`config.mk`:
```
export PLATFORM = sky130hd
export DESIGN_NAME = ultrasonic_echo_ranger
export DESIGN_NICKNAME = d
export VERILOG_FILES = /design/src/hw/rtl/uer_pkg.sv /design/src/hw/rtl/ultrasonic_echo_ranger.sv
export SDC_FILE = /design/constraint.sdc
export NUM_CORES = 1
export LEC_CHECK = 0
export BUFFER_PORTS_ARGS = -buffer_cell sky130_fd_sc_hd__buf_2
export CAP_MARGIN = 20
export CORE_ASPECT_RATIO = 0.8
export CORE_MARGIN = 2
export CORE_UTILIZATION = 60
export CTS_BUF_LIST = sky130_fd_sc_hd__clkbuf_8 sky130_fd_sc_hd__clkbuf_16
export DETAILED_ROUTE_END_ITERATION = 10
export GPL_ROUTABILITY_DRIVEN = 1
export HOLD_SLACK_MARGIN = 0.12
export PLACE_DENSITY_LB_ADDON = 0.05
export SKIP_LAST_GASP = 1
export SLEW_MARGIN = 40
export SYNTH_ARGS = -nofsm -noshare
export SYNTH_HDL_FRONTEND = slang
export SYNTH_SLANG_ARGS = --single-unit
```
`constraint.sdc`:
```
create_clock -name clock -period 24.2 [get_ports clock]
set_clock_uncertainty 0.1 [all_clocks]
set_input_delay 1.21 -clock clock [delete_from_list [all_inputs] [get_ports clock]]
set_output_delay 1.21 -clock clock [all_outputs]
set_load 0.01 [all_outputs]
```
`src/hw/rtl/uer_pkg.sv`:
```
`timescale 1ns / 1ps
`default_nettype none
// ----------------------------------------------------------------------------
// Ultrasonic echo ranger package
// Widths, codes, reset values and the divide-by-58 reciprocal of the ranger;
// its port checker shares the widths.
// ----------------------------------------------------------------------------
package uer_pkg;

   localparam int unsigned TIMER_BITS = 16;
   localparam int unsigned DIST_BITS  = 10;
   localparam int unsigned TRIG_BITS  = 8;
   localparam int unsigned TOUT_BITS  = 16;
   localparam int unsigned NEAR_BITS  = 8;
   localparam int unsigned CSR_BITS   = 16;
   localparam int unsigned CMP_BITS   = 32;

   localparam logic [TIMER_BITS-1:0] TIMER_MAX = '1;

   // Round-trip microseconds per centimeter.
   localparam int unsigned CM_DIVISOR = 58;
   // Reciprocal multiply: x / 58 == (x * DIV_MULT) >> DIV_SHIFT for every
   // TIMER_BITS-wide x, because the rounding error of DIV_MULT is below 64.
   localparam int unsigned DIV_SHIFT  = TIMER_BITS + 6;
   localparam longint unsigned DIV_MULT_L =
      ((64'd1 << DIV_SHIFT) + CM_DIVISOR - 1) / CM_DIVISOR;
   localparam logic [TIMER_BITS:0] DIV_MULT = (TIMER_BITS + 1)'(DIV_MULT_L);
   localparam int unsigned QUOT_BITS  = TIMER_BITS - 5;
   localparam int unsigned PROD_BITS  = 2 * TIMER_BITS + 1;

   localparam logic [DIST_BITS-1:0] LIMIT_RESET = 10'd400;
   localparam logic [TRIG_BITS-1:0] TRIG_RESET  = 8'd10;
   localparam logic [TOUT_BITS-1:0] TOUT_RESET  = 16'd30000;
   localparam logic [NEAR_BITS-1:0] NEAR_RESET  = 8'd2;

   // Request operation codes.
   localparam logic [1:0] OP_TICK  = 2'd0;
   localparam logic [1:0] OP_START = 2'd1;
   localparam logic [1:0] OP_TAKE  = 2'd2;

   // Register indexes.
   localparam logic [1:0] CSR_DISTANCE_LIMIT = 2'd0;
   localparam logic [1:0] CSR_TRIGGER_HIGH   = 2'd1;
   localparam logic [1:0] CSR_ECHO_TIMEOUT   = 2'd2;
   localparam logic [1:0] CSR_NEAR_ZERO      = 2'd3;

   typedef enum logic [1:0] {
      PH_IDLE = 2'd0,
      PH_TRIG = 2'd1,
      PH_RISE = 2'd2,
      PH_FALL = 2'd3
   } phase_type;

   typedef struct packed {
      logic                 trigger_level;
      logic                 busy_res;
      logic [DIST_BITS-1:0] range_cm;
      logic                 distance_valid;
      logic                 new_distance;
      logic                 take_ok;
   } rsp_type;

endpackage : uer_pkg
`default_nettype wire

```
`src/hw/rtl/ultrasonic_echo_ranger.sv`:
```
`timescale 1ns / 1ps
`default_nettype none
// A request's response is registered in the response register.
// Throughput: one request per cycle unless req_stall is high; the state update
// and divide-by-58 reciprocal multiply fit between state and response registers.
// A skid register takes one more request while the response is stalled.
// Reset is synchronous and active high; it restores the register defaults,
// idles the sequencer and empties the response and skid registers.
// ----------------------------------------------------------------------------
// Ultrasonic echo ranger
// Trigger/echo range sensor sequencer driven by microsecond tick requests,
// with start and take requests and a plain register write port.
// ----------------------------------------------------------------------------
module ultrasonic_echo_ranger
   import uer_pkg::*;
(
   input  wire                  clock,
   input  wire                  reset,

   input  wire                  req_valid,
   output logic                 req_stall,
   input  wire  [1:0]           req_op,
   input  wire                  req_echo_level,

   output logic                 rsp_valid,
   input  wire                  rsp_stall,
   output logic                 rsp_trigger_level,
   output logic                 rsp_busy_res,
   output logic [DIST_BITS-1:0] rsp_range_cm,
   output logic                 rsp_distance_valid,
   output logic                 rsp_new_distance,
   output logic                 rsp_take_ok,

   input  wire                  csr_write_enable,
   input  wire  [1:0]           csr_index,
   input  wire  [CSR_BITS-1:0]  csr_write_data
);

   // Configuration registers.
   logic [DIST_BITS-1:0]  limit_ff;
   logic [TRIG_BITS-1:0]  trig_ff;
   logic [TOUT_BITS-1:0]  tout_ff;
   logic [NEAR_BITS-1:0]  near_ff;

   // Sequencer state.
   phase_type             phase_ff, phase_in;
   logic [TIMER_BITS-1:0] elapsed_ff, elapsed_in;
   logic                  trigger_ff, trigger_in;
   logic [DIST_BITS-1:0]  stored_ff, stored_in;
   logic                  fresh_ff, fresh_in;
   logic                  took;

   // Response path.
   rsp_type               rsp_ff, rsp_in;
   logic                  rsp_valid_ff;
   rsp_type               skid_ff;
   logic                  skid_valid_ff;

   logic                  accept;
   logic                  out_free;

   logic [TIMER_BITS-1:0] elapsed_inc;
   logic                  trig_done;
   logic                  timed_out;
   logic [PROD_BITS-1:0]  product;
   logic [QUOT_BITS-1:0]  quot;
   logic [DIST_BITS-1:0]  pulse_cm;

   assign req_stall = skid_valid_ff;
   assign accept    = req_valid && !skid_valid_ff;
   assign out_free  = !rsp_valid_ff || !rsp_stall;

   // ---------------------------------------------------------------------
   // Tick arithmetic
   // ---------------------------------------------------------------------
   assign elapsed_inc = (elapsed_ff == TIMER_MAX) ? elapsed_ff
                                                  : elapsed_ff + 1'b1;
   assign trig_done = (CMP_BITS'(elapsed_inc) >= CMP_BITS'(trig_ff)) ||
                      (elapsed_inc == TIMER_MAX);
   assign timed_out = (CMP_BITS'(elapsed_inc) >= CMP_BITS'(tout_ff)) ||
                      (elapsed_inc == TIMER_MAX);

   assign product = PROD_BITS'(elapsed_inc) * PROD_BITS'(DIV_MULT);
   assign quot    = product[DIV_SHIFT +: QUOT_BITS];

   always_comb begin
      if (CMP_BITS'(quot) <= CMP_BITS'(near_ff)) begin
         pulse_cm = '0;
      end else if (CMP_BITS'(quot) > CMP_BITS'(limit_ff)) begin
         pulse_cm = limit_ff;
      end else begin
         pulse_cm = DIST_BITS'(quot);
      end
   end

   // ---------------------------------------------------------------------
   // Next state
   // ---------------------------------------------------------------------
   always_comb begin
      phase_in   = phase_ff;
      elapsed_in = elapsed_ff;
      trigger_in = trigger_ff;
      stored_in  = stored_ff;
      fresh_in   = fresh_ff;
      took       = 1'b0;

      unique case (req_op)
         OP_TICK: begin
            if (phase_ff != PH_IDLE) begin
               elapsed_in = elapsed_inc;
            end
            unique case (phase_ff)
               PH_IDLE: begin
               end
               PH_TRIG: begin
                  if (trig_done) begin
                     trigger_in = 1'b0;
                     elapsed_in = '0;
                     phase_in   = PH_RISE;
                  end
               end
               PH_RISE: begin
                  if (req_echo_level) begin
                     elapsed_in = '0;
                     phase_in   = PH_FALL;
                  end else if (timed_out) begin
                     stored_in  = limit_ff;
                     fresh_in   = 1'b1;
                     trigger_in = 1'b0;
                     phase_in   = PH_IDLE;
                  end
               end
               PH_FALL: begin
                  if (!req_echo_level || timed_out) begin
                     stored_in  = req_echo_level ? limit_ff : pulse_cm;
                     fresh_in   = 1'b1;
                     trigger_in = 1'b0;
                     phase_in   = PH_IDLE;
                  end
               end
               default: begin
               end
            endcase
         end
         OP_START: begin
            if (phase_ff == PH_IDLE) begin
               fresh_in   = 1'b0;
               elapsed_in = '0;
               trigger_in = 1'b1;
               phase_in   = PH_TRIG;
            end
         end
         OP_TAKE: begin
            if (fresh_ff) begin
               fresh_in = 1'b0;
               took     = 1'b1;
            end
         end
         default: begin
         end
      endcase
   end

   // ---------------------------------------------------------------------
   // Response contents
   // ---------------------------------------------------------------------
   always_comb begin
      rsp_in.trigger_level  = trigger_in;
      rsp_in.busy_res       = (phase_in != PH_IDLE);
      rsp_in.range_cm       = stored_in;
      rsp_in.distance_valid = (stored_in != '0) && (stored_in < limit_ff);
      rsp_in.new_distance   = fresh_in;
      rsp_in.take_ok        = took;
   end

   // ---------------------------------------------------------------------
   // Registers
   // ---------------------------------------------------------------------
   always_ff @(posedge clock) begin
      if (reset) begin
         limit_ff <= LIMIT_RESET;
         trig_ff  <= TRIG_RESET;
         tout_ff  <= TOUT_RESET;
         near_ff  <= NEAR_RESET;
      end else if (csr_write_enable) begin
         unique case (csr_index)
            CSR_DISTANCE_LIMIT: limit_ff <= csr_write_data[DIST_BITS-1:0];
            CSR_TRIGGER_HIGH:   trig_ff  <= csr_write_data[TRIG_BITS-1:0];
            CSR_ECHO_TIMEOUT:   tout_ff  <= csr_write_data[TOUT_BITS-1:0];
            CSR_NEAR_ZERO:      near_ff  <= csr_write_data[NEAR_BITS-1:0];
            default: begin
            end
         endcase
      end
   end

   always_ff @(posedge clock) begin
      if (reset) begin
         phase_ff   <= PH_IDLE;
         elapsed_ff <= '0;
         trigger_ff <= 1'b0;
         stored_ff  <= LIMIT_RESET;
         fresh_ff   <= 1'b0;
      end else if (accept) begin
         phase_ff   <= phase_in;
         elapsed_ff <= elapsed_in;
         trigger_ff <= trigger_in;
         stored_ff  <= stored_in;
         fresh_ff   <= fresh_in;
      end
   end

   // A request accepted while the response register is held goes to the skid
   // register, which then stalls the request side until it drains.
   always_ff @(posedge clock) begin
      if (reset) begin
         rsp_valid_ff  <= 1'b0;
         skid_valid_ff <= 1'b0;
      end else begin
         if (out_free) begin
            rsp_valid_ff  <= skid_valid_ff || accept;
            skid_valid_ff <= 1'b0;
         end else if (accept) begin
            skid_valid_ff <= 1'b1;
         end
      end
   end

   always_ff @(posedge clock) begin
      if (out_free) begin
         if (skid_valid_ff) begin
            rsp_ff <= skid_ff;
         end else if (accept) begin
            rsp_ff <= rsp_in;
         end
      end else if (accept) begin
         skid_ff <= rsp_in;
      end
   end

   assign rsp_valid          = rsp_valid_ff;
   assign rsp_trigger_level  = rsp_ff.trigger_level;
   assign rsp_busy_res       = rsp_ff.busy_res;
   assign rsp_range_cm       = rsp_ff.range_cm;
   assign rsp_distance_valid = rsp_ff.distance_valid;
   assign rsp_new_distance   = rsp_ff.new_distance;
   assign rsp_take_ok        = rsp_ff.take_ok;

endmodule : ultrasonic_echo_ranger
`default_nettype wire

```
# After elaboration in Yosys (flattened, before gate mapping)
# Index checks and enable logic that the tools add are counted.
# totals
output_inout_bits	17
regBits	104
mem_bits_ro	0
latch_bits	0
in_bits	26
elab_cells	108
memories	0
mem_bits_rw	0
# classes
multipliers	1
reduce_logical	27
n_bitwise	1
n_eq_ne	11
div	0
shifts	0
mux	39
n_addsub	1
magnitude_cmp	5
# ops
cell	count
$mux W16	5
$mux W10	7
$pmux W16 S2	2
$eq A16 B16 Y1 const B	2
$mul A16 B15 Y31 const B	1
$mux W15	2
$pmux W10 S2	1
$add A16 B1 Y16 const B	1
$ge A16 B16 Y1	1
$ge A16 B8 Y1	1
$reduce_and A2 Y1	6
$gt A11 B10 Y1	1
$le A11 B8 Y1	1
$mux W1	11
$eq A2 B2 Y1 const B	5
$lt A10 B10 Y1	1
$mux W2	5
$reduce_bool A10 Y1	1
$reduce_bool A2 Y1	4
$eq A2 B1 Y1 const B	3
$logic_not A2 Y1	3
$pmux W1 S3	2
$pmux W2 S3	1
$logic_or A1 B1 Y1	5
8 further kinds	13

# Longest topological paths before layout
# Gate-level depths: netlist of run 1.
# depth
ltp_word	14
mapped_depth	45
ltp_nobuf	43

# Worst setup path before layout of run 1
# Ideal clock, no wire load.
# synth_timing
path_kind	register -> register
startpoint	register elapsed_ff[2]
endpoint	register rsp_ff, in the netlist rsp_distance_valid, data pin
arrival_time_ns	9.681
slack_ns	14.249
n_path_buf	2
required_ns	23.931
path_stages_with_launch	39
setup_ns	0.169
period_less_slack_ns	9.951
path_cell_list	dfxtp_1 > buf_2 > nand4_4 > or4_1 > o21ai_1 > or3b_2 > fa_1 > inv_1 > fa_1 > inv_1 > fa_1 > fa_1 > fa_1 > inv_1 > fa_1 > inv_1 > ha_1 > a21oi_1 > [... 3 more ...] > or2_2 > xor2_1 > ha_1 > o21ai_0 > a221o_1 > a221oi_1 > or3_1 > clkbuf_1 > o311a_1 > a21oi_1 > o221ai_1 > ha_1 > nor2b_1 > o21ai_0 > nand2b_1 > a21oi_1 > o211ai_1 > o31ai_1
# synth_rtl
element	line_no	source
start, declared	ultrasonic_echo_ranger.sv:47	logic [TIMER_BITS-1:0] elapsed_ff, elapsed_in;
start signal, assigned	ultrasonic_echo_ranger.sv:206	elapsed_ff <= elapsed_in;
end signal, assigned	ultrasonic_echo_ranger.sv:232	rsp_ff <= skid_ff;
end signal, assigned	ultrasonic_echo_ranger.sv:234	rsp_ff <= rsp_in;
end, declared	ultrasonic_echo_ranger.sv:54	rsp_type rsp_ff, rsp_in;

==> results of run 1 <==
layer usage:
metal  GRT usage (%)  up-vias
li1                -     4317
met1            46.5     4230
met2            39.9      304
met3            6.44       33
met4            4.90        0
met5               0        -
metrics by stage:
step	hold slack [ns]	instances	worst slack (ns)
after detailed placement	0.347	1483	13.14
after global routing	0.387	1499	12.15
final	0.358	1499	12.90
after global placement	0.341	1483	13.38
after floorplan	0.336	1242	14.25
after CTS	0.359	1499	13.08
power by group through the flow:
stage                     sequential, W  combinational, W  clock [W]
after global routing           0.000192         0.0000592   0.000159
after CTS                      0.000191         0.0000520   0.000155
after global placement         0.000195         0.0000511          0
after floorplan                0.000195         0.0000351          0
final                          0.000191         0.0000527   0.000152
after detailed placement       0.000195         0.0000516          0
Yosys cell counts (all sizes together) (3+ instances only):
master,n
a211o,9
a211oi,17
a21o,12
a21oi,75
a221oi,3
a22oi,17
a31oi,6
a32oi,4
a41oi,4
and2,10
and3,7
buf,10
clkbuf,26
dfxtp,74
edfxtp,30
fa,76
ha,159
inv,213
mux2,21
mux2i,9
nand2,125
nand2b,9
nand3,21
nand3b,9
nand4,18
nand4b,3
nor2,77
nor2b,11
nor3,30
nor4,9
nor4b,3
o211ai,8
o21a,3
o21ai,42
o221ai,9
o311ai,3
o31ai,4
or2,8
or3,4
xnor2,26
xor2,8
state kept, by name (all words and copies together) (netlist names):
name                flops
req_stall               1
near_ff                 8
rsp_valid               1
rsp_distance_valid      1
rsp_busy_res            1
elapsed_ff             16
rsp_trigger_level       1
fresh_ff                1
trig_ff                 8
rsp_range_cm           10
stored_ff              10
rsp_take_ok             1
phase_ff                2
limit_ff               10
trigger_ff              1
rsp_new_distance        1
skid_ff                15
tout_ff                16
worst min-delay path: cells and delay by family, from the launching register on:
| kind | cells | cell delay [ns] |
|---|---|---|
| AND/OR/NAND/NOR | 1 | 0.05 |
| AO/OA/AOI/OAI | 1 | 0.05 |
| flip-flops | 1 | 0.31 |
how the worst max path moves through the flow:
stage               slack [ns]     startpoint            endpoint  cells past startpoint
finish                   12.90  elapsed_ff[3]  rsp_distance_valid                     37
global route             12.15  elapsed_ff[3]  rsp_distance_valid                     37
CTS                      13.08  elapsed_ff[0]  rsp_distance_valid                     38
detailed placement       13.14  elapsed_ff[2]  rsp_distance_valid                     37
global placement         13.38  elapsed_ff[2]  rsp_distance_valid                     38
floorplan                14.25  elapsed_ff[2]  rsp_distance_valid                     38
final cells by class:
| cell class | count | share of cell area, % |
|---|---|---|
| multi-input combinational | 888 | 64.9 |
| sequential | 104 | 20.6 |
| inverter | 214 | 6.93 |
| timing repair buffer | 52 | 2.46 |
| tap | 225 | 2.43 |
| clock buffer | 10 | 2.06 |
| clock inverter | 6 | 0.583 |
cells by family after synthesis:
kind of cell    Yosys count  share of synthesized area (%)
buf+inv                 250                           8.82
compound gates          235                           14.8
mux                      30                           3.01
fa+ha+maj               235                           32.3
xor+xnor                 35                           2.95
simple gates            353                           16.2
flops                   104                           21.9
==> run summary, run 1 <==
Clk network pwr share -> 38.4%
Worst hold start -> tout_ff[1]
Syn-to-layout area delta -> 6.72%
Port-buffer cells -> 42
Worst R2R End -> rsp_distance_valid
Internal -> 0.000284 W
Most frequent cells in the layout -> 212 x inv_1, 159 x ha_1, 125 x nand2_1
CTS clk-pin slew, worst paths -> 0.08 ns
Worst Path Arrival -> 11.39 ns
Total CTS buffers -> 9
Avg Vias per Cell -> 5.93
DR WL met3 -> 2.09 mm
Row count -> 43
Synth cell types -> 83
Layout cell share with drive strength beyond 1 -> 9.42%
Vias in the first global route -> 8312
Hold crit path type -> reg -> reg
Setup_tns -> 0 ns
Delay-heaviest family, CP -> adder cells
CP Capture Type -> flip-flop
Post-Route Utilization -> 66.0%
Synthesized area -> 10900 um2
Post-CTS resize count -> 0
CP startpoint kind -> flip-flop
Slowest cell delay on critical path -> 0.67 ns
Multi-input gate area -> 7520 um2
Register Area -> 2380 um2
CTS Sinks -> 104
Synth warn -> 0
Worst flop-to-flop path startpoint -> elapsed_ff[3]
Seq pwr share -> 48.3%
CTS HTree Levels -> 3
Max-Cap Viols -> 0
Final setup viols -> 0
Hold EP -> tout_ff[1]
Syn_nets -> 1503
Root Driver -> clkbuf_16
Vias after detailed routing -> 8884
Peak VDD IR -> 0.0323 mV
Outcome -> finished, final reports clean
Pwr dens -> 34.2 nW/um2
Routability congestion estimate -> 0.974
GRT overflow -> 0
Post-synth EDFFs -> 30
RSZ-0062 raised after global routing -> false
Die X -> 154 um
Synth top area cells -> ha_1 18%, fa_1 14%, dfxtp_1 14%, edfxtp_1 8.3%, inv_1 7.3%
Worst slew margin -> 42.3%
Synth Instances -> 1242
Effective utilization at floorplan -> 61.9%
Top sig layer -> met4
GR Util All Layers -> 28.9%
Leakage -> 5.74 nW
Post-DP HPWL -> 22.3 mm
Reg2Reg Depth -> 37
Setup slack, reg-to-reg -> 12.90 ns
Top cell type's share of synthesized area -> 18.3%
Clock tree buffer depth -> 2
DRC violations left -> 0
Number of nets in the layout -> 1530
CP required -> 24.30 ns
Pwr Total -> 0.000396 W
DR iter-0 viols -> 759
Seq/Total Area, Yosys -> 21.9%
# diodes -> 0
Post-CTS setup buffer count -> 0
Met2 WL -> 10.7 mm
Bufs and invs on worst path -> 3
Placed inst area -> 11300 um2
Die Area -> 19200 um2
Die height -> 124 um
Fin area -> 11600 um2
Max-slew violations -> 0
Wl on met1 -> 14.3 mm
Crit path max fanout -> 8
Crit Path Class -> reg -> reg
Combinational power share -> 13.3%
Clock Latency Late Sink -> 0.36 ns
Cells on Worst Hold Path -> 2
Initial antenna violation count -> 0
Final Hold Violating Endpoints -> 0
First-pass GRT wire length -> 44.1 mm
Core area -> 17500 um2
Layout fillers -> 1517
Sw Ratio -> 28.4%
TritonCTS clock tree -> done
Yosys reg bits -> 104
Pin count of the biggest net entering global routing -> 57
DRT Pass-1 Iters -> 7
Routed wire per std cell -> 18.3 um
Worst slew pin tran -> 0.859 ns
Synth area leader -> ha_1
CP most frequent cell -> fa_1
Min Clock Period, post-route -> 11.30 ns
Max frequency -> 88.5 MHz
Most common cell after layout, fill and taps aside -> inv_1
Ys async rst share -> 0%
Fin crit share -> 46.7%
Post-cts hold buffer count -> 0
CP max-delay cell -> a221oi_1
NetSw -> 0.000113 W
Avg Synthesized Cell Area -> 8.74 um2
# IOs -> 43
DRT Wirelength -> 27.4 mm
Post-synth top flop -> dfxtp_1
Detail Route Antenna Nets -> 0
(Power assumes the default switching activity.)
==> run 2, diff against run 1 <==
--- a/config.mk
+++ b/config.mk
@@ -5,11 +5,12 @@
 export SDC_FILE = /design/constraint.sdc
 export NUM_CORES = 1
 export LEC_CHECK = 0
+export ABC_AREA = 1
 export BUFFER_PORTS_ARGS = -buffer_cell sky130_fd_sc_hd__buf_2
 export CAP_MARGIN = 20
 export CORE_ASPECT_RATIO = 0.8
 export CORE_MARGIN = 2
-export CORE_UTILIZATION = 60
+export CORE_UTILIZATION = 58
 export CTS_BUF_LIST = sky130_fd_sc_hd__clkbuf_8 sky130_fd_sc_hd__clkbuf_16
 export DETAILED_ROUTE_END_ITERATION = 10
 export GPL_ROUTABILITY_DRIVEN = 1
==> constraint.sdc (replaced) <==
create_clock -name clock -period 10.2 [get_ports clock]
set_clock_uncertainty 0.1 [all_clocks]
set_input_delay 0.51 -clock clock [delete_from_list [all_inputs] [get_ports clock]]
set_output_delay 0.51 -clock clock [all_outputs]
set_load 0.01 [all_outputs]
==> run 2 against run 1 <==
Effect of this change: power rose to 3.0 times the previous value; synthesized cell count up 32%; die area up 12%; design area up 9.2%; non-clock buffer count unchanged; combinational power rose to 6.9 times the previous value; wire length up 22%; utilization down 2.3 points; first-iteration DRC count up 50%; global-route usage up 3.3 points; cell count up 29%; area after synthesis up 8.6%.
==> run summary, run 2 <==
Pin count of the biggest net entering global routing -> 45 (was 57)
Synthesized area -> 11800 um2 (was 10900 um2)
Delay-heaviest family, CP -> adder cells (unchanged)
Worst slew margin -> 43.9% (was 42.3%)
Port-buffer cells -> 42 (unchanged)
Cells on Worst Hold Path -> 3 (was 2)
Synth warn -> 0 (unchanged)
Synth top cells by count -> 371 x nand2_1, 339 x inv_1, 159 x ha_1 (was 212 x inv_1, 159 x ha_1, 125 x nand2_1)
Routability congestion estimate -> 0.950 (was 0.974)
Syn_nets -> 1902 (was 1503)
Simple-gate share of the synthesized area -> 24.1% (was 16.2%)
CP required -> 10.22 ns (was 24.30 ns)
Synth cell types -> 46 (was 83)
Crit path max fanout -> 14 (was 8)
First-pass GRT wire length -> 53.9 mm (was 44.1 mm)
Die Area -> 21500 um2 (was 19200 um2)
NetSw -> 0.000447 W (was 0.000113 W)
WHS -> 0.264 ns (was 0.358 ns)
DR iter-0 viols -> 1135 (was 759)
Internal -> 0.000751 W (was 0.000284 W)
Avg Vias per Cell -> 5.57 (was 5.93)
Bufs and invs on worst path -> 11 (was 3)
Post-synth top flop -> dfxtp_1 (unchanged)
Synth Instances -> 1641 (was 1242)
Yosys reg bits -> 104 (unchanged)
Max-slew violations -> 0 (unchanged)
Biggest regs -> elapsed_ff: 16 flops, tout_ff: 16 flops, skid_ff: 15 flops (unchanged)
Clk network pwr share -> 31.3% (was 38.4%)
CP max-delay cell -> fa_1 (was a221oi_1)
Vias after detailed routing -> 10800 (was 8884)
Post-DP HPWL -> 27.8 mm (was 22.3 mm)
Sw Ratio -> 37.3% (was 28.4%)
Hold crit path type -> in -> reg (was reg -> reg)
Peak VDD IR -> 0.0859 mV (was 0.0323 mV)
Outcome -> finished, final reports clean (unchanged)
Most frequent cells in the layout -> 369 x nand2_1, 337 x inv_1, 158 x ha_1 (was 212 x inv_1, 159 x ha_1, 125 x nand2_1)
Seq/Total Area, Yosys -> 20.2% (was 21.9%)
GR Util All Layers -> 32.2% (was 28.9%)
Routed wire per std cell -> 17.3 um (was 18.3 um)
CTS HTree Levels -> 3 (unchanged)
Syn-to-layout area delta -> 7.35% (was 6.72%)
Reg2Reg Depth -> 57 (was 37)
CTS Sinks -> 104 (unchanged)
Effective utilization at floorplan -> 59.3% (was 61.9%)
Max frequency -> 105 MHz (was 88.5 MHz)
Row count -> 46 (was 43)
Detail Route Antenna Nets -> 0 (unchanged)
Post-synth EDFFs -> 30 (unchanged)
Mux cell area share after synthesis -> 0% (was 3.01%)
Pwr dens -> 94.8 nW/um2 (was 34.2 nW/um2)
TritonCTS clock tree -> done (unchanged)
# IOs -> 43 (unchanged)
Most common cell after layout, fill and taps aside -> nand2_1 (was inv_1)
Initial antenna violation count -> 1 (was 0)
Avg Synthesized Cell Area -> 7.18 um2 (was 8.74 um2)
CP startpoint kind -> flip-flop (unchanged)
DRT Pass-1 Iters -> 6 (was 7)
Synth area leader -> ha_1 (unchanged)
Worst slew pin tran -> 0.838 ns (was 0.859 ns)
DRT Wirelength -> 33.6 mm (was 27.4 mm)
Layout cell share with drive strength beyond 1 -> 7.77% (was 9.42%)
Pwr Total -> 0.00120 W (was 0.000396 W)
Root Driver -> clkbuf_16 (unchanged)
Clock Latency Late Sink -> 0.37 ns (was 0.36 ns)
Final Hold Violating Endpoints -> 0 (unchanged)
Xor/xnor cell area share of the yosys netlist -> 1.12% (was 2.95%)
Max-Cap Viols -> 0 (unchanged)
Seq pwr share -> 38.6% (was 48.3%)
Synth Area in Compound Gates -> 12.5% (was 14.8%)
Worst flop-to-flop path startpoint -> elapsed_ff[0] (was elapsed_ff[3])
Synth top area cells -> ha_1 17%, fa_1 13%, dfxtp_1 13%, nand2_1 12%, inv_1 11% (was ha_1 18%, fa_1 14%, dfxtp_1 14%, edfxtp_1 8.3%, inv_1 7.3%)
# diodes -> 0 (unchanged)
Min Clock Period, post-route -> 9.52 ns (was 11.30 ns)
Core area -> 19900 um2 (was 17500 um2)
Adder-cell area share of the yosys netlist -> 29.8% (was 32.3%)
Stages on the worst setup path -> 57 (was 37)
Top cell type's share of synthesized area -> 16.9% (was 18.3%)
Die X -> 163 um (was 154 um)
Setup_tns -> 0 ns (unchanged)
Vias in the first global route -> 9821 (was 8312)
Crit Path Class -> reg -> reg (unchanged)
Worst Path Arrival -> 9.54 ns (was 11.39 ns)
Final setup viols -> 0 (unchanged)
CTS clk-pin slew, worst paths -> 0.09 ns (was 0.08 ns)
GRT overflow -> 0 (unchanged)
Top-count cell post-synth -> nand2_1 (was inv_1)
DRC violations left -> 0 (unchanged)
CP most frequent cell -> nand2_1 (was fa_1)
Ys async rst share -> 0% (unchanged)
Worst hold start -> csr_write_data[14] (was tout_ff[1])
Slowest cell delay on critical path -> 0.55 ns (was 0.67 ns)
Number of nets in the layout -> 1930 (was 1530)
Leakage -> 6.94 nW (was 5.74 nW)
Die height -> 131 um (was 124 um)
Critical Path Start -> elapsed_ff[0] (was elapsed_ff[3])
Clock tree buffer depth -> 2 (unchanged)
Total CTS buffers -> 9 (unchanged)
Fin crit share -> 93.3% (was 46.7%)
RSZ-0062 raised after global routing -> false (unchanged)
Main combinational cell family by area after synthesis -> adder cells (unchanged)
Combinational power share -> 30.1% (was 13.3%)
CP Capture Type -> flip-flop (unchanged)
==> run 2: cell types whose count changed in the layout (fill, tap and decap cells not counted), sizes merged, moves of 11 or more <==
cell | before | now
inv | 218 | 348
mux2 | 21 | 0
nand2 | 125 | 391
xnor2 | 26 | 2
nor2 | 77 | 113
a211oi | 17 | 0
a22oi | 17 | 0
o21bai | 2 | 14
nor2b | 11 | 0
o21ai | 42 | 76
o211ai | 8 | 38
nand3 | 21 | 96
nor3 | 30 | 14
a21oi | 75 | 110
==> run 2: power by group through the flow <==
stage                     clock network [W]  logic, W  registers, W
after global placement                    0  0.000347      0.000471
after detailed placement                  0  0.000349      0.000472
after global routing               0.000392  0.000410      0.000465
after floorplan                           0  0.000247      0.000471
final                              0.000375  0.000361      0.000463
after CTS                          0.000378  0.000354      0.000462
==> run 2: per-stage QoR <==
stage               instance area [um2]  setup WS (ns)  utilization (%)  instances
finish                            12600          0.679             63.7       1938
CTS                               12600          0.250             63.3       1938
global route                      12600         0.0181             63.7       1938
global placement                  12200          0.608             61.7       1922
floorplan                         11800           1.29                -       1641
detailed placement                12300          0.285             61.7       1922
==> run 2: cell families after synthesis <==
group / Yosys count
simple gates: 651
compound gates: 257
buf+inv: 379
flops: 104
xor+xnor: 15
fa+ha+maj: 235
==> run 2: worst min-delay path: stages <==
cell      delay, ns
buf_2          0.07
nand2_1        0.05
o211ai_1       0.07
==> run 2: area by class of cell <==
cell class,instances,area (um2)
fillers,1820,7210
multi-input cells,1158,8040
clock buffers,9,225
flip-flops and latches,104,2390
repair buffers,52,285
clock inverters,7,88.8
inverters,344,1290
well taps,264,330
==> run 2: worst paths after layout <==
path                                            to  slack, ns
worst min-delay path                   tout_ff[14]       0.26
worst max-delay path            rsp_distance_valid       0.68
worst min register to register          tout_ff[1]       0.37
worst max register to register  rsp_distance_valid       0.68
==> run 2: timing repair <==
item / CTS / global route
gates resized for setup: 0 / 17
hold buffers: 0 / 0
setup buffers: 0 / 0
endpoints found under the setup margin: 0 / 2
==> run 2: layer usage <==
layer,track usage (%),share of wire (%),up-vias
met3,8.21,11,25
met1,52.0,49,5002
met2,43.1,39,461
li1,-,-,5297
met5,0,0.033,-
met4,4.77,1.0,2
==> run 3, diff against run 2 <==
--- a/config.mk
+++ b/config.mk
@@ -8,16 +8,16 @@
 export ABC_AREA = 1
 export BUFFER_PORTS_ARGS = -buffer_cell sky130_fd_sc_hd__buf_2
 export CAP_MARGIN = 20
-export CORE_ASPECT_RATIO = 0.8
+export CORE_ASPECT_RATIO = 1.75
 export CORE_MARGIN = 2
 export CORE_UTILIZATION = 58
 export CTS_BUF_LIST = sky130_fd_sc_hd__clkbuf_8 sky130_fd_sc_hd__clkbuf_16
 export DETAILED_ROUTE_END_ITERATION = 10
 export GPL_ROUTABILITY_DRIVEN = 1
 export HOLD_SLACK_MARGIN = 0.12
-export PLACE_DENSITY_LB_ADDON = 0.05
+export PLACE_DENSITY = 0.75
 export SKIP_LAST_GASP = 1
-export SLEW_MARGIN = 40
+export SLEW_MARGIN = 20
 export SYNTH_ARGS = -nofsm -noshare
 export SYNTH_HDL_FRONTEND = slang
 export SYNTH_SLANG_ARGS = --single-unit
==> run 3 against run 2 <==
Effect of this change: cell count decreased by 0.46%; fmax decreased by 0.20%; utilization decreased by 0.63 points; setup slack got worse by 0.019 ns; clock power decreased by 3%; critical path type unchanged; highest routed layer is now met4.
==> run summary, run 3 (synthesized netlist as in run 2, its figures left out) <==
Outcome -> finished, final reports clean (unchanged)
# diodes -> 0 (unchanged)
Layout cell share with drive strength beyond 1 -> 8.03% (was 7.77%)
Core area -> 20100 um2 (was 19900 um2)
Vias in the first global route -> 11100 (was 9821)
CP required -> 10.21 ns (was 10.22 ns)
Port-buffer cells -> 42 (unchanged)
Biggest regs -> elapsed_ff: 16 flops, tout_ff: 16 flops, skid_ff: 15 flops (unchanged)
Hold EP -> tout_ff[12] (was tout_ff[14])
Crit path max fanout -> 7 (was 14)
WHS -> 0.290 ns (was 0.264 ns)
Routed wire per std cell -> 18.8 um (was 17.3 um)
CP Capture Type -> flip-flop (unchanged)
Clock tree buffer depth -> 2 (unchanged)
Min Clock Period, post-route -> 9.54 ns (was 9.52 ns)
Worst hold start -> csr_write_data[12] (was csr_write_data[14])
Initial antenna violation count -> 0 (was 1)
Die X -> 112 um (was 163 um)
Worst slew margin -> 36.4% (was 43.9%)
Syn-to-layout area delta -> 7.67% (was 7.35%)
Pwr dens -> 93.7 nW/um2 (was 94.8 nW/um2)
DR iter-0 viols -> 738 (was 1135)
CTS Sinks -> 104 (unchanged)
Vias after detailed routing -> 11000 (was 10800)
TritonCTS clock tree -> done (unchanged)
Worst slew pin tran -> 0.953 ns (was 0.838 ns)
Total CTS buffers -> 9 (unchanged)
Max-Cap Viols -> 0 (unchanged)
Die height -> 193 um (was 131 um)
Final Hold Violating Endpoints -> 0 (unchanged)
Worst flop-to-flop path startpoint -> elapsed_ff[2] (was elapsed_ff[0])
CTS HTree Levels -> 3 (unchanged)
CP startpoint kind -> flip-flop (unchanged)
DRC violations left -> 0 (unchanged)
Hold crit path type -> in -> reg (unchanged)
Effective utilization at floorplan -> 58.6% (was 59.3%)
Routability congestion estimate -> 1.00 (was 0.950)
Most frequent cells in the layout -> 369 x nand2_1, 339 x inv_1, 158 x ha_1 (was 369 x nand2_1, 337 x inv_1, 158 x ha_1)
Max-slew violations -> 0 (unchanged)
DRT Wirelength -> 36.2 mm (was 33.6 mm)
Post-DP HPWL -> 30.3 mm (was 27.8 mm)
Setup slack, reg-to-reg -> 0.66 ns (was 0.68 ns)
Peak VDD IR -> 0.123 mV (was 0.0859 mV)
Slowest cell delay on critical path -> 0.57 ns (was 0.55 ns)
Worst Path Arrival -> 9.55 ns (was 9.54 ns)
Row count -> 69 (was 46)
CP max-delay cell -> fa_1 (unchanged)
Root Driver -> clkbuf_16 (unchanged)
GRT overflow -> 0 (unchanged)
Clock Latency Late Sink -> 0.36 ns (was 0.37 ns)
Die Area -> 21500 um2 (about the same)
Setup_tns -> 0 ns (unchanged)
Reg2Reg Depth -> 53 (was 57)
Crit Path Class -> reg -> reg (unchanged)
Number of nets in the layout -> 1938 (was 1930)
CTS clk-pin slew, worst paths -> 0.07 ns (was 0.09 ns)
Final setup viols -> 0 (unchanged)
# IOs -> 43 (unchanged)
First-pass GRT wire length -> 56.8 mm (was 53.9 mm)
Most common cell after layout, fill and taps aside -> nand2_1 (unchanged)
Leakage -> 7.00 nW (was 6.94 nW)
Fin crit share -> 93.5% (was 93.3%)
CP most frequent cell -> nand2_1 (unchanged)
Detail Route Antenna Nets -> 0 (unchanged)
GR Util All Layers -> 34.5% (was 32.2%)
Worst R2R End -> skid_ff[2] (was rsp_distance_valid)
Pin count of the biggest net entering global routing -> 43 (was 45)
Cells on Worst Hold Path -> 3 (unchanged)
Avg Vias per Cell -> 5.68 (was 5.57)
DRT Pass-1 Iters -> 6 (unchanged)
Max frequency -> 105 MHz (about the same)
[run 3: stage by stage]
| stage | std cells | util, % | total power (W) | instance area [um2] | worst slack (ns) |
|---|---|---|---|---|---|
| after floorplan | 1641 | - | 0.000718 | 11800 | 1.29 |
| after global placement | 1911 | 61.0 | 0.000819 | 12300 | 0.377 |
| after detailed placement | 1911 | 61.0 | 0.000828 | 12300 | 0.235 |
| after CTS | 1926 | 62.5 | 0.00118 | 12600 | 0.206 |
| after global routing | 1929 | 63.1 | 0.00125 | 12700 | -0.00717 |
| final | 1929 | 63.1 | 0.00119 | 12700 | 0.660 |
[run 3: how the worst max path moves through the flow]
stage,from,endpoint,slack (ns),cells past startpoint
2_1_floorplan,elapsed_ff[0],skid_ff[2],1.29,56
3_3_place_gp,elapsed_ff[0],skid_ff[2],0.38,56
3_5_place_dp,elapsed_ff[0],rsp_distance_valid,0.23,59
4_1_cts,elapsed_ff[0],rsp_distance_valid,0.21,59
5_1_grt,elapsed_ff[1],rsp_distance_valid,-0.007,57
6_report,elapsed_ff[2],skid_ff[2],0.66,53
[run 3: layout make-up]
type                       instances  area [um2]
fill                            1867        7430
tap                              248         310
multi-input combinational       1159        8050
timing repair buffer              59         335
clock inverter                     3        40.0
inverter                         344        1290
sequential                       104        2390
clock buffer                      12         267
[run 3: what timing repair did]
item	4_1_cts	5_1_grt
gates resized for setup	0	19
setup buffers	0	1
hold buffers	0	0
setup endpoints to repair	0	3
[run 3: critical path, delay by kind of cell (launching register included)]
family | cells | cell delay (ns)
compound gates | 8 | 0.92
buf+inv | 8 | 0.56
simple gates | 27 | 3.02
fa+ha+maj | 9 | 4.08
xor+xnor | 1 | 0.18
flops | 1 | 0.45
[run 3: power by group]
group	internal [W]	switching, W
Sequential	0.000450	0.0000126
Combinational	0.000123	0.000241
Clock	0.000208	0.000154
[run 3: per-layer routing]
metal	GRT usage [%]	vias to the layer above	share of wire (%)
li1	-	5321	-
met5	0	-	0
met1	31.7	5070	33
met3	3.52	190	3.4
met2	66.1	382	54
met4	30.2	0	10
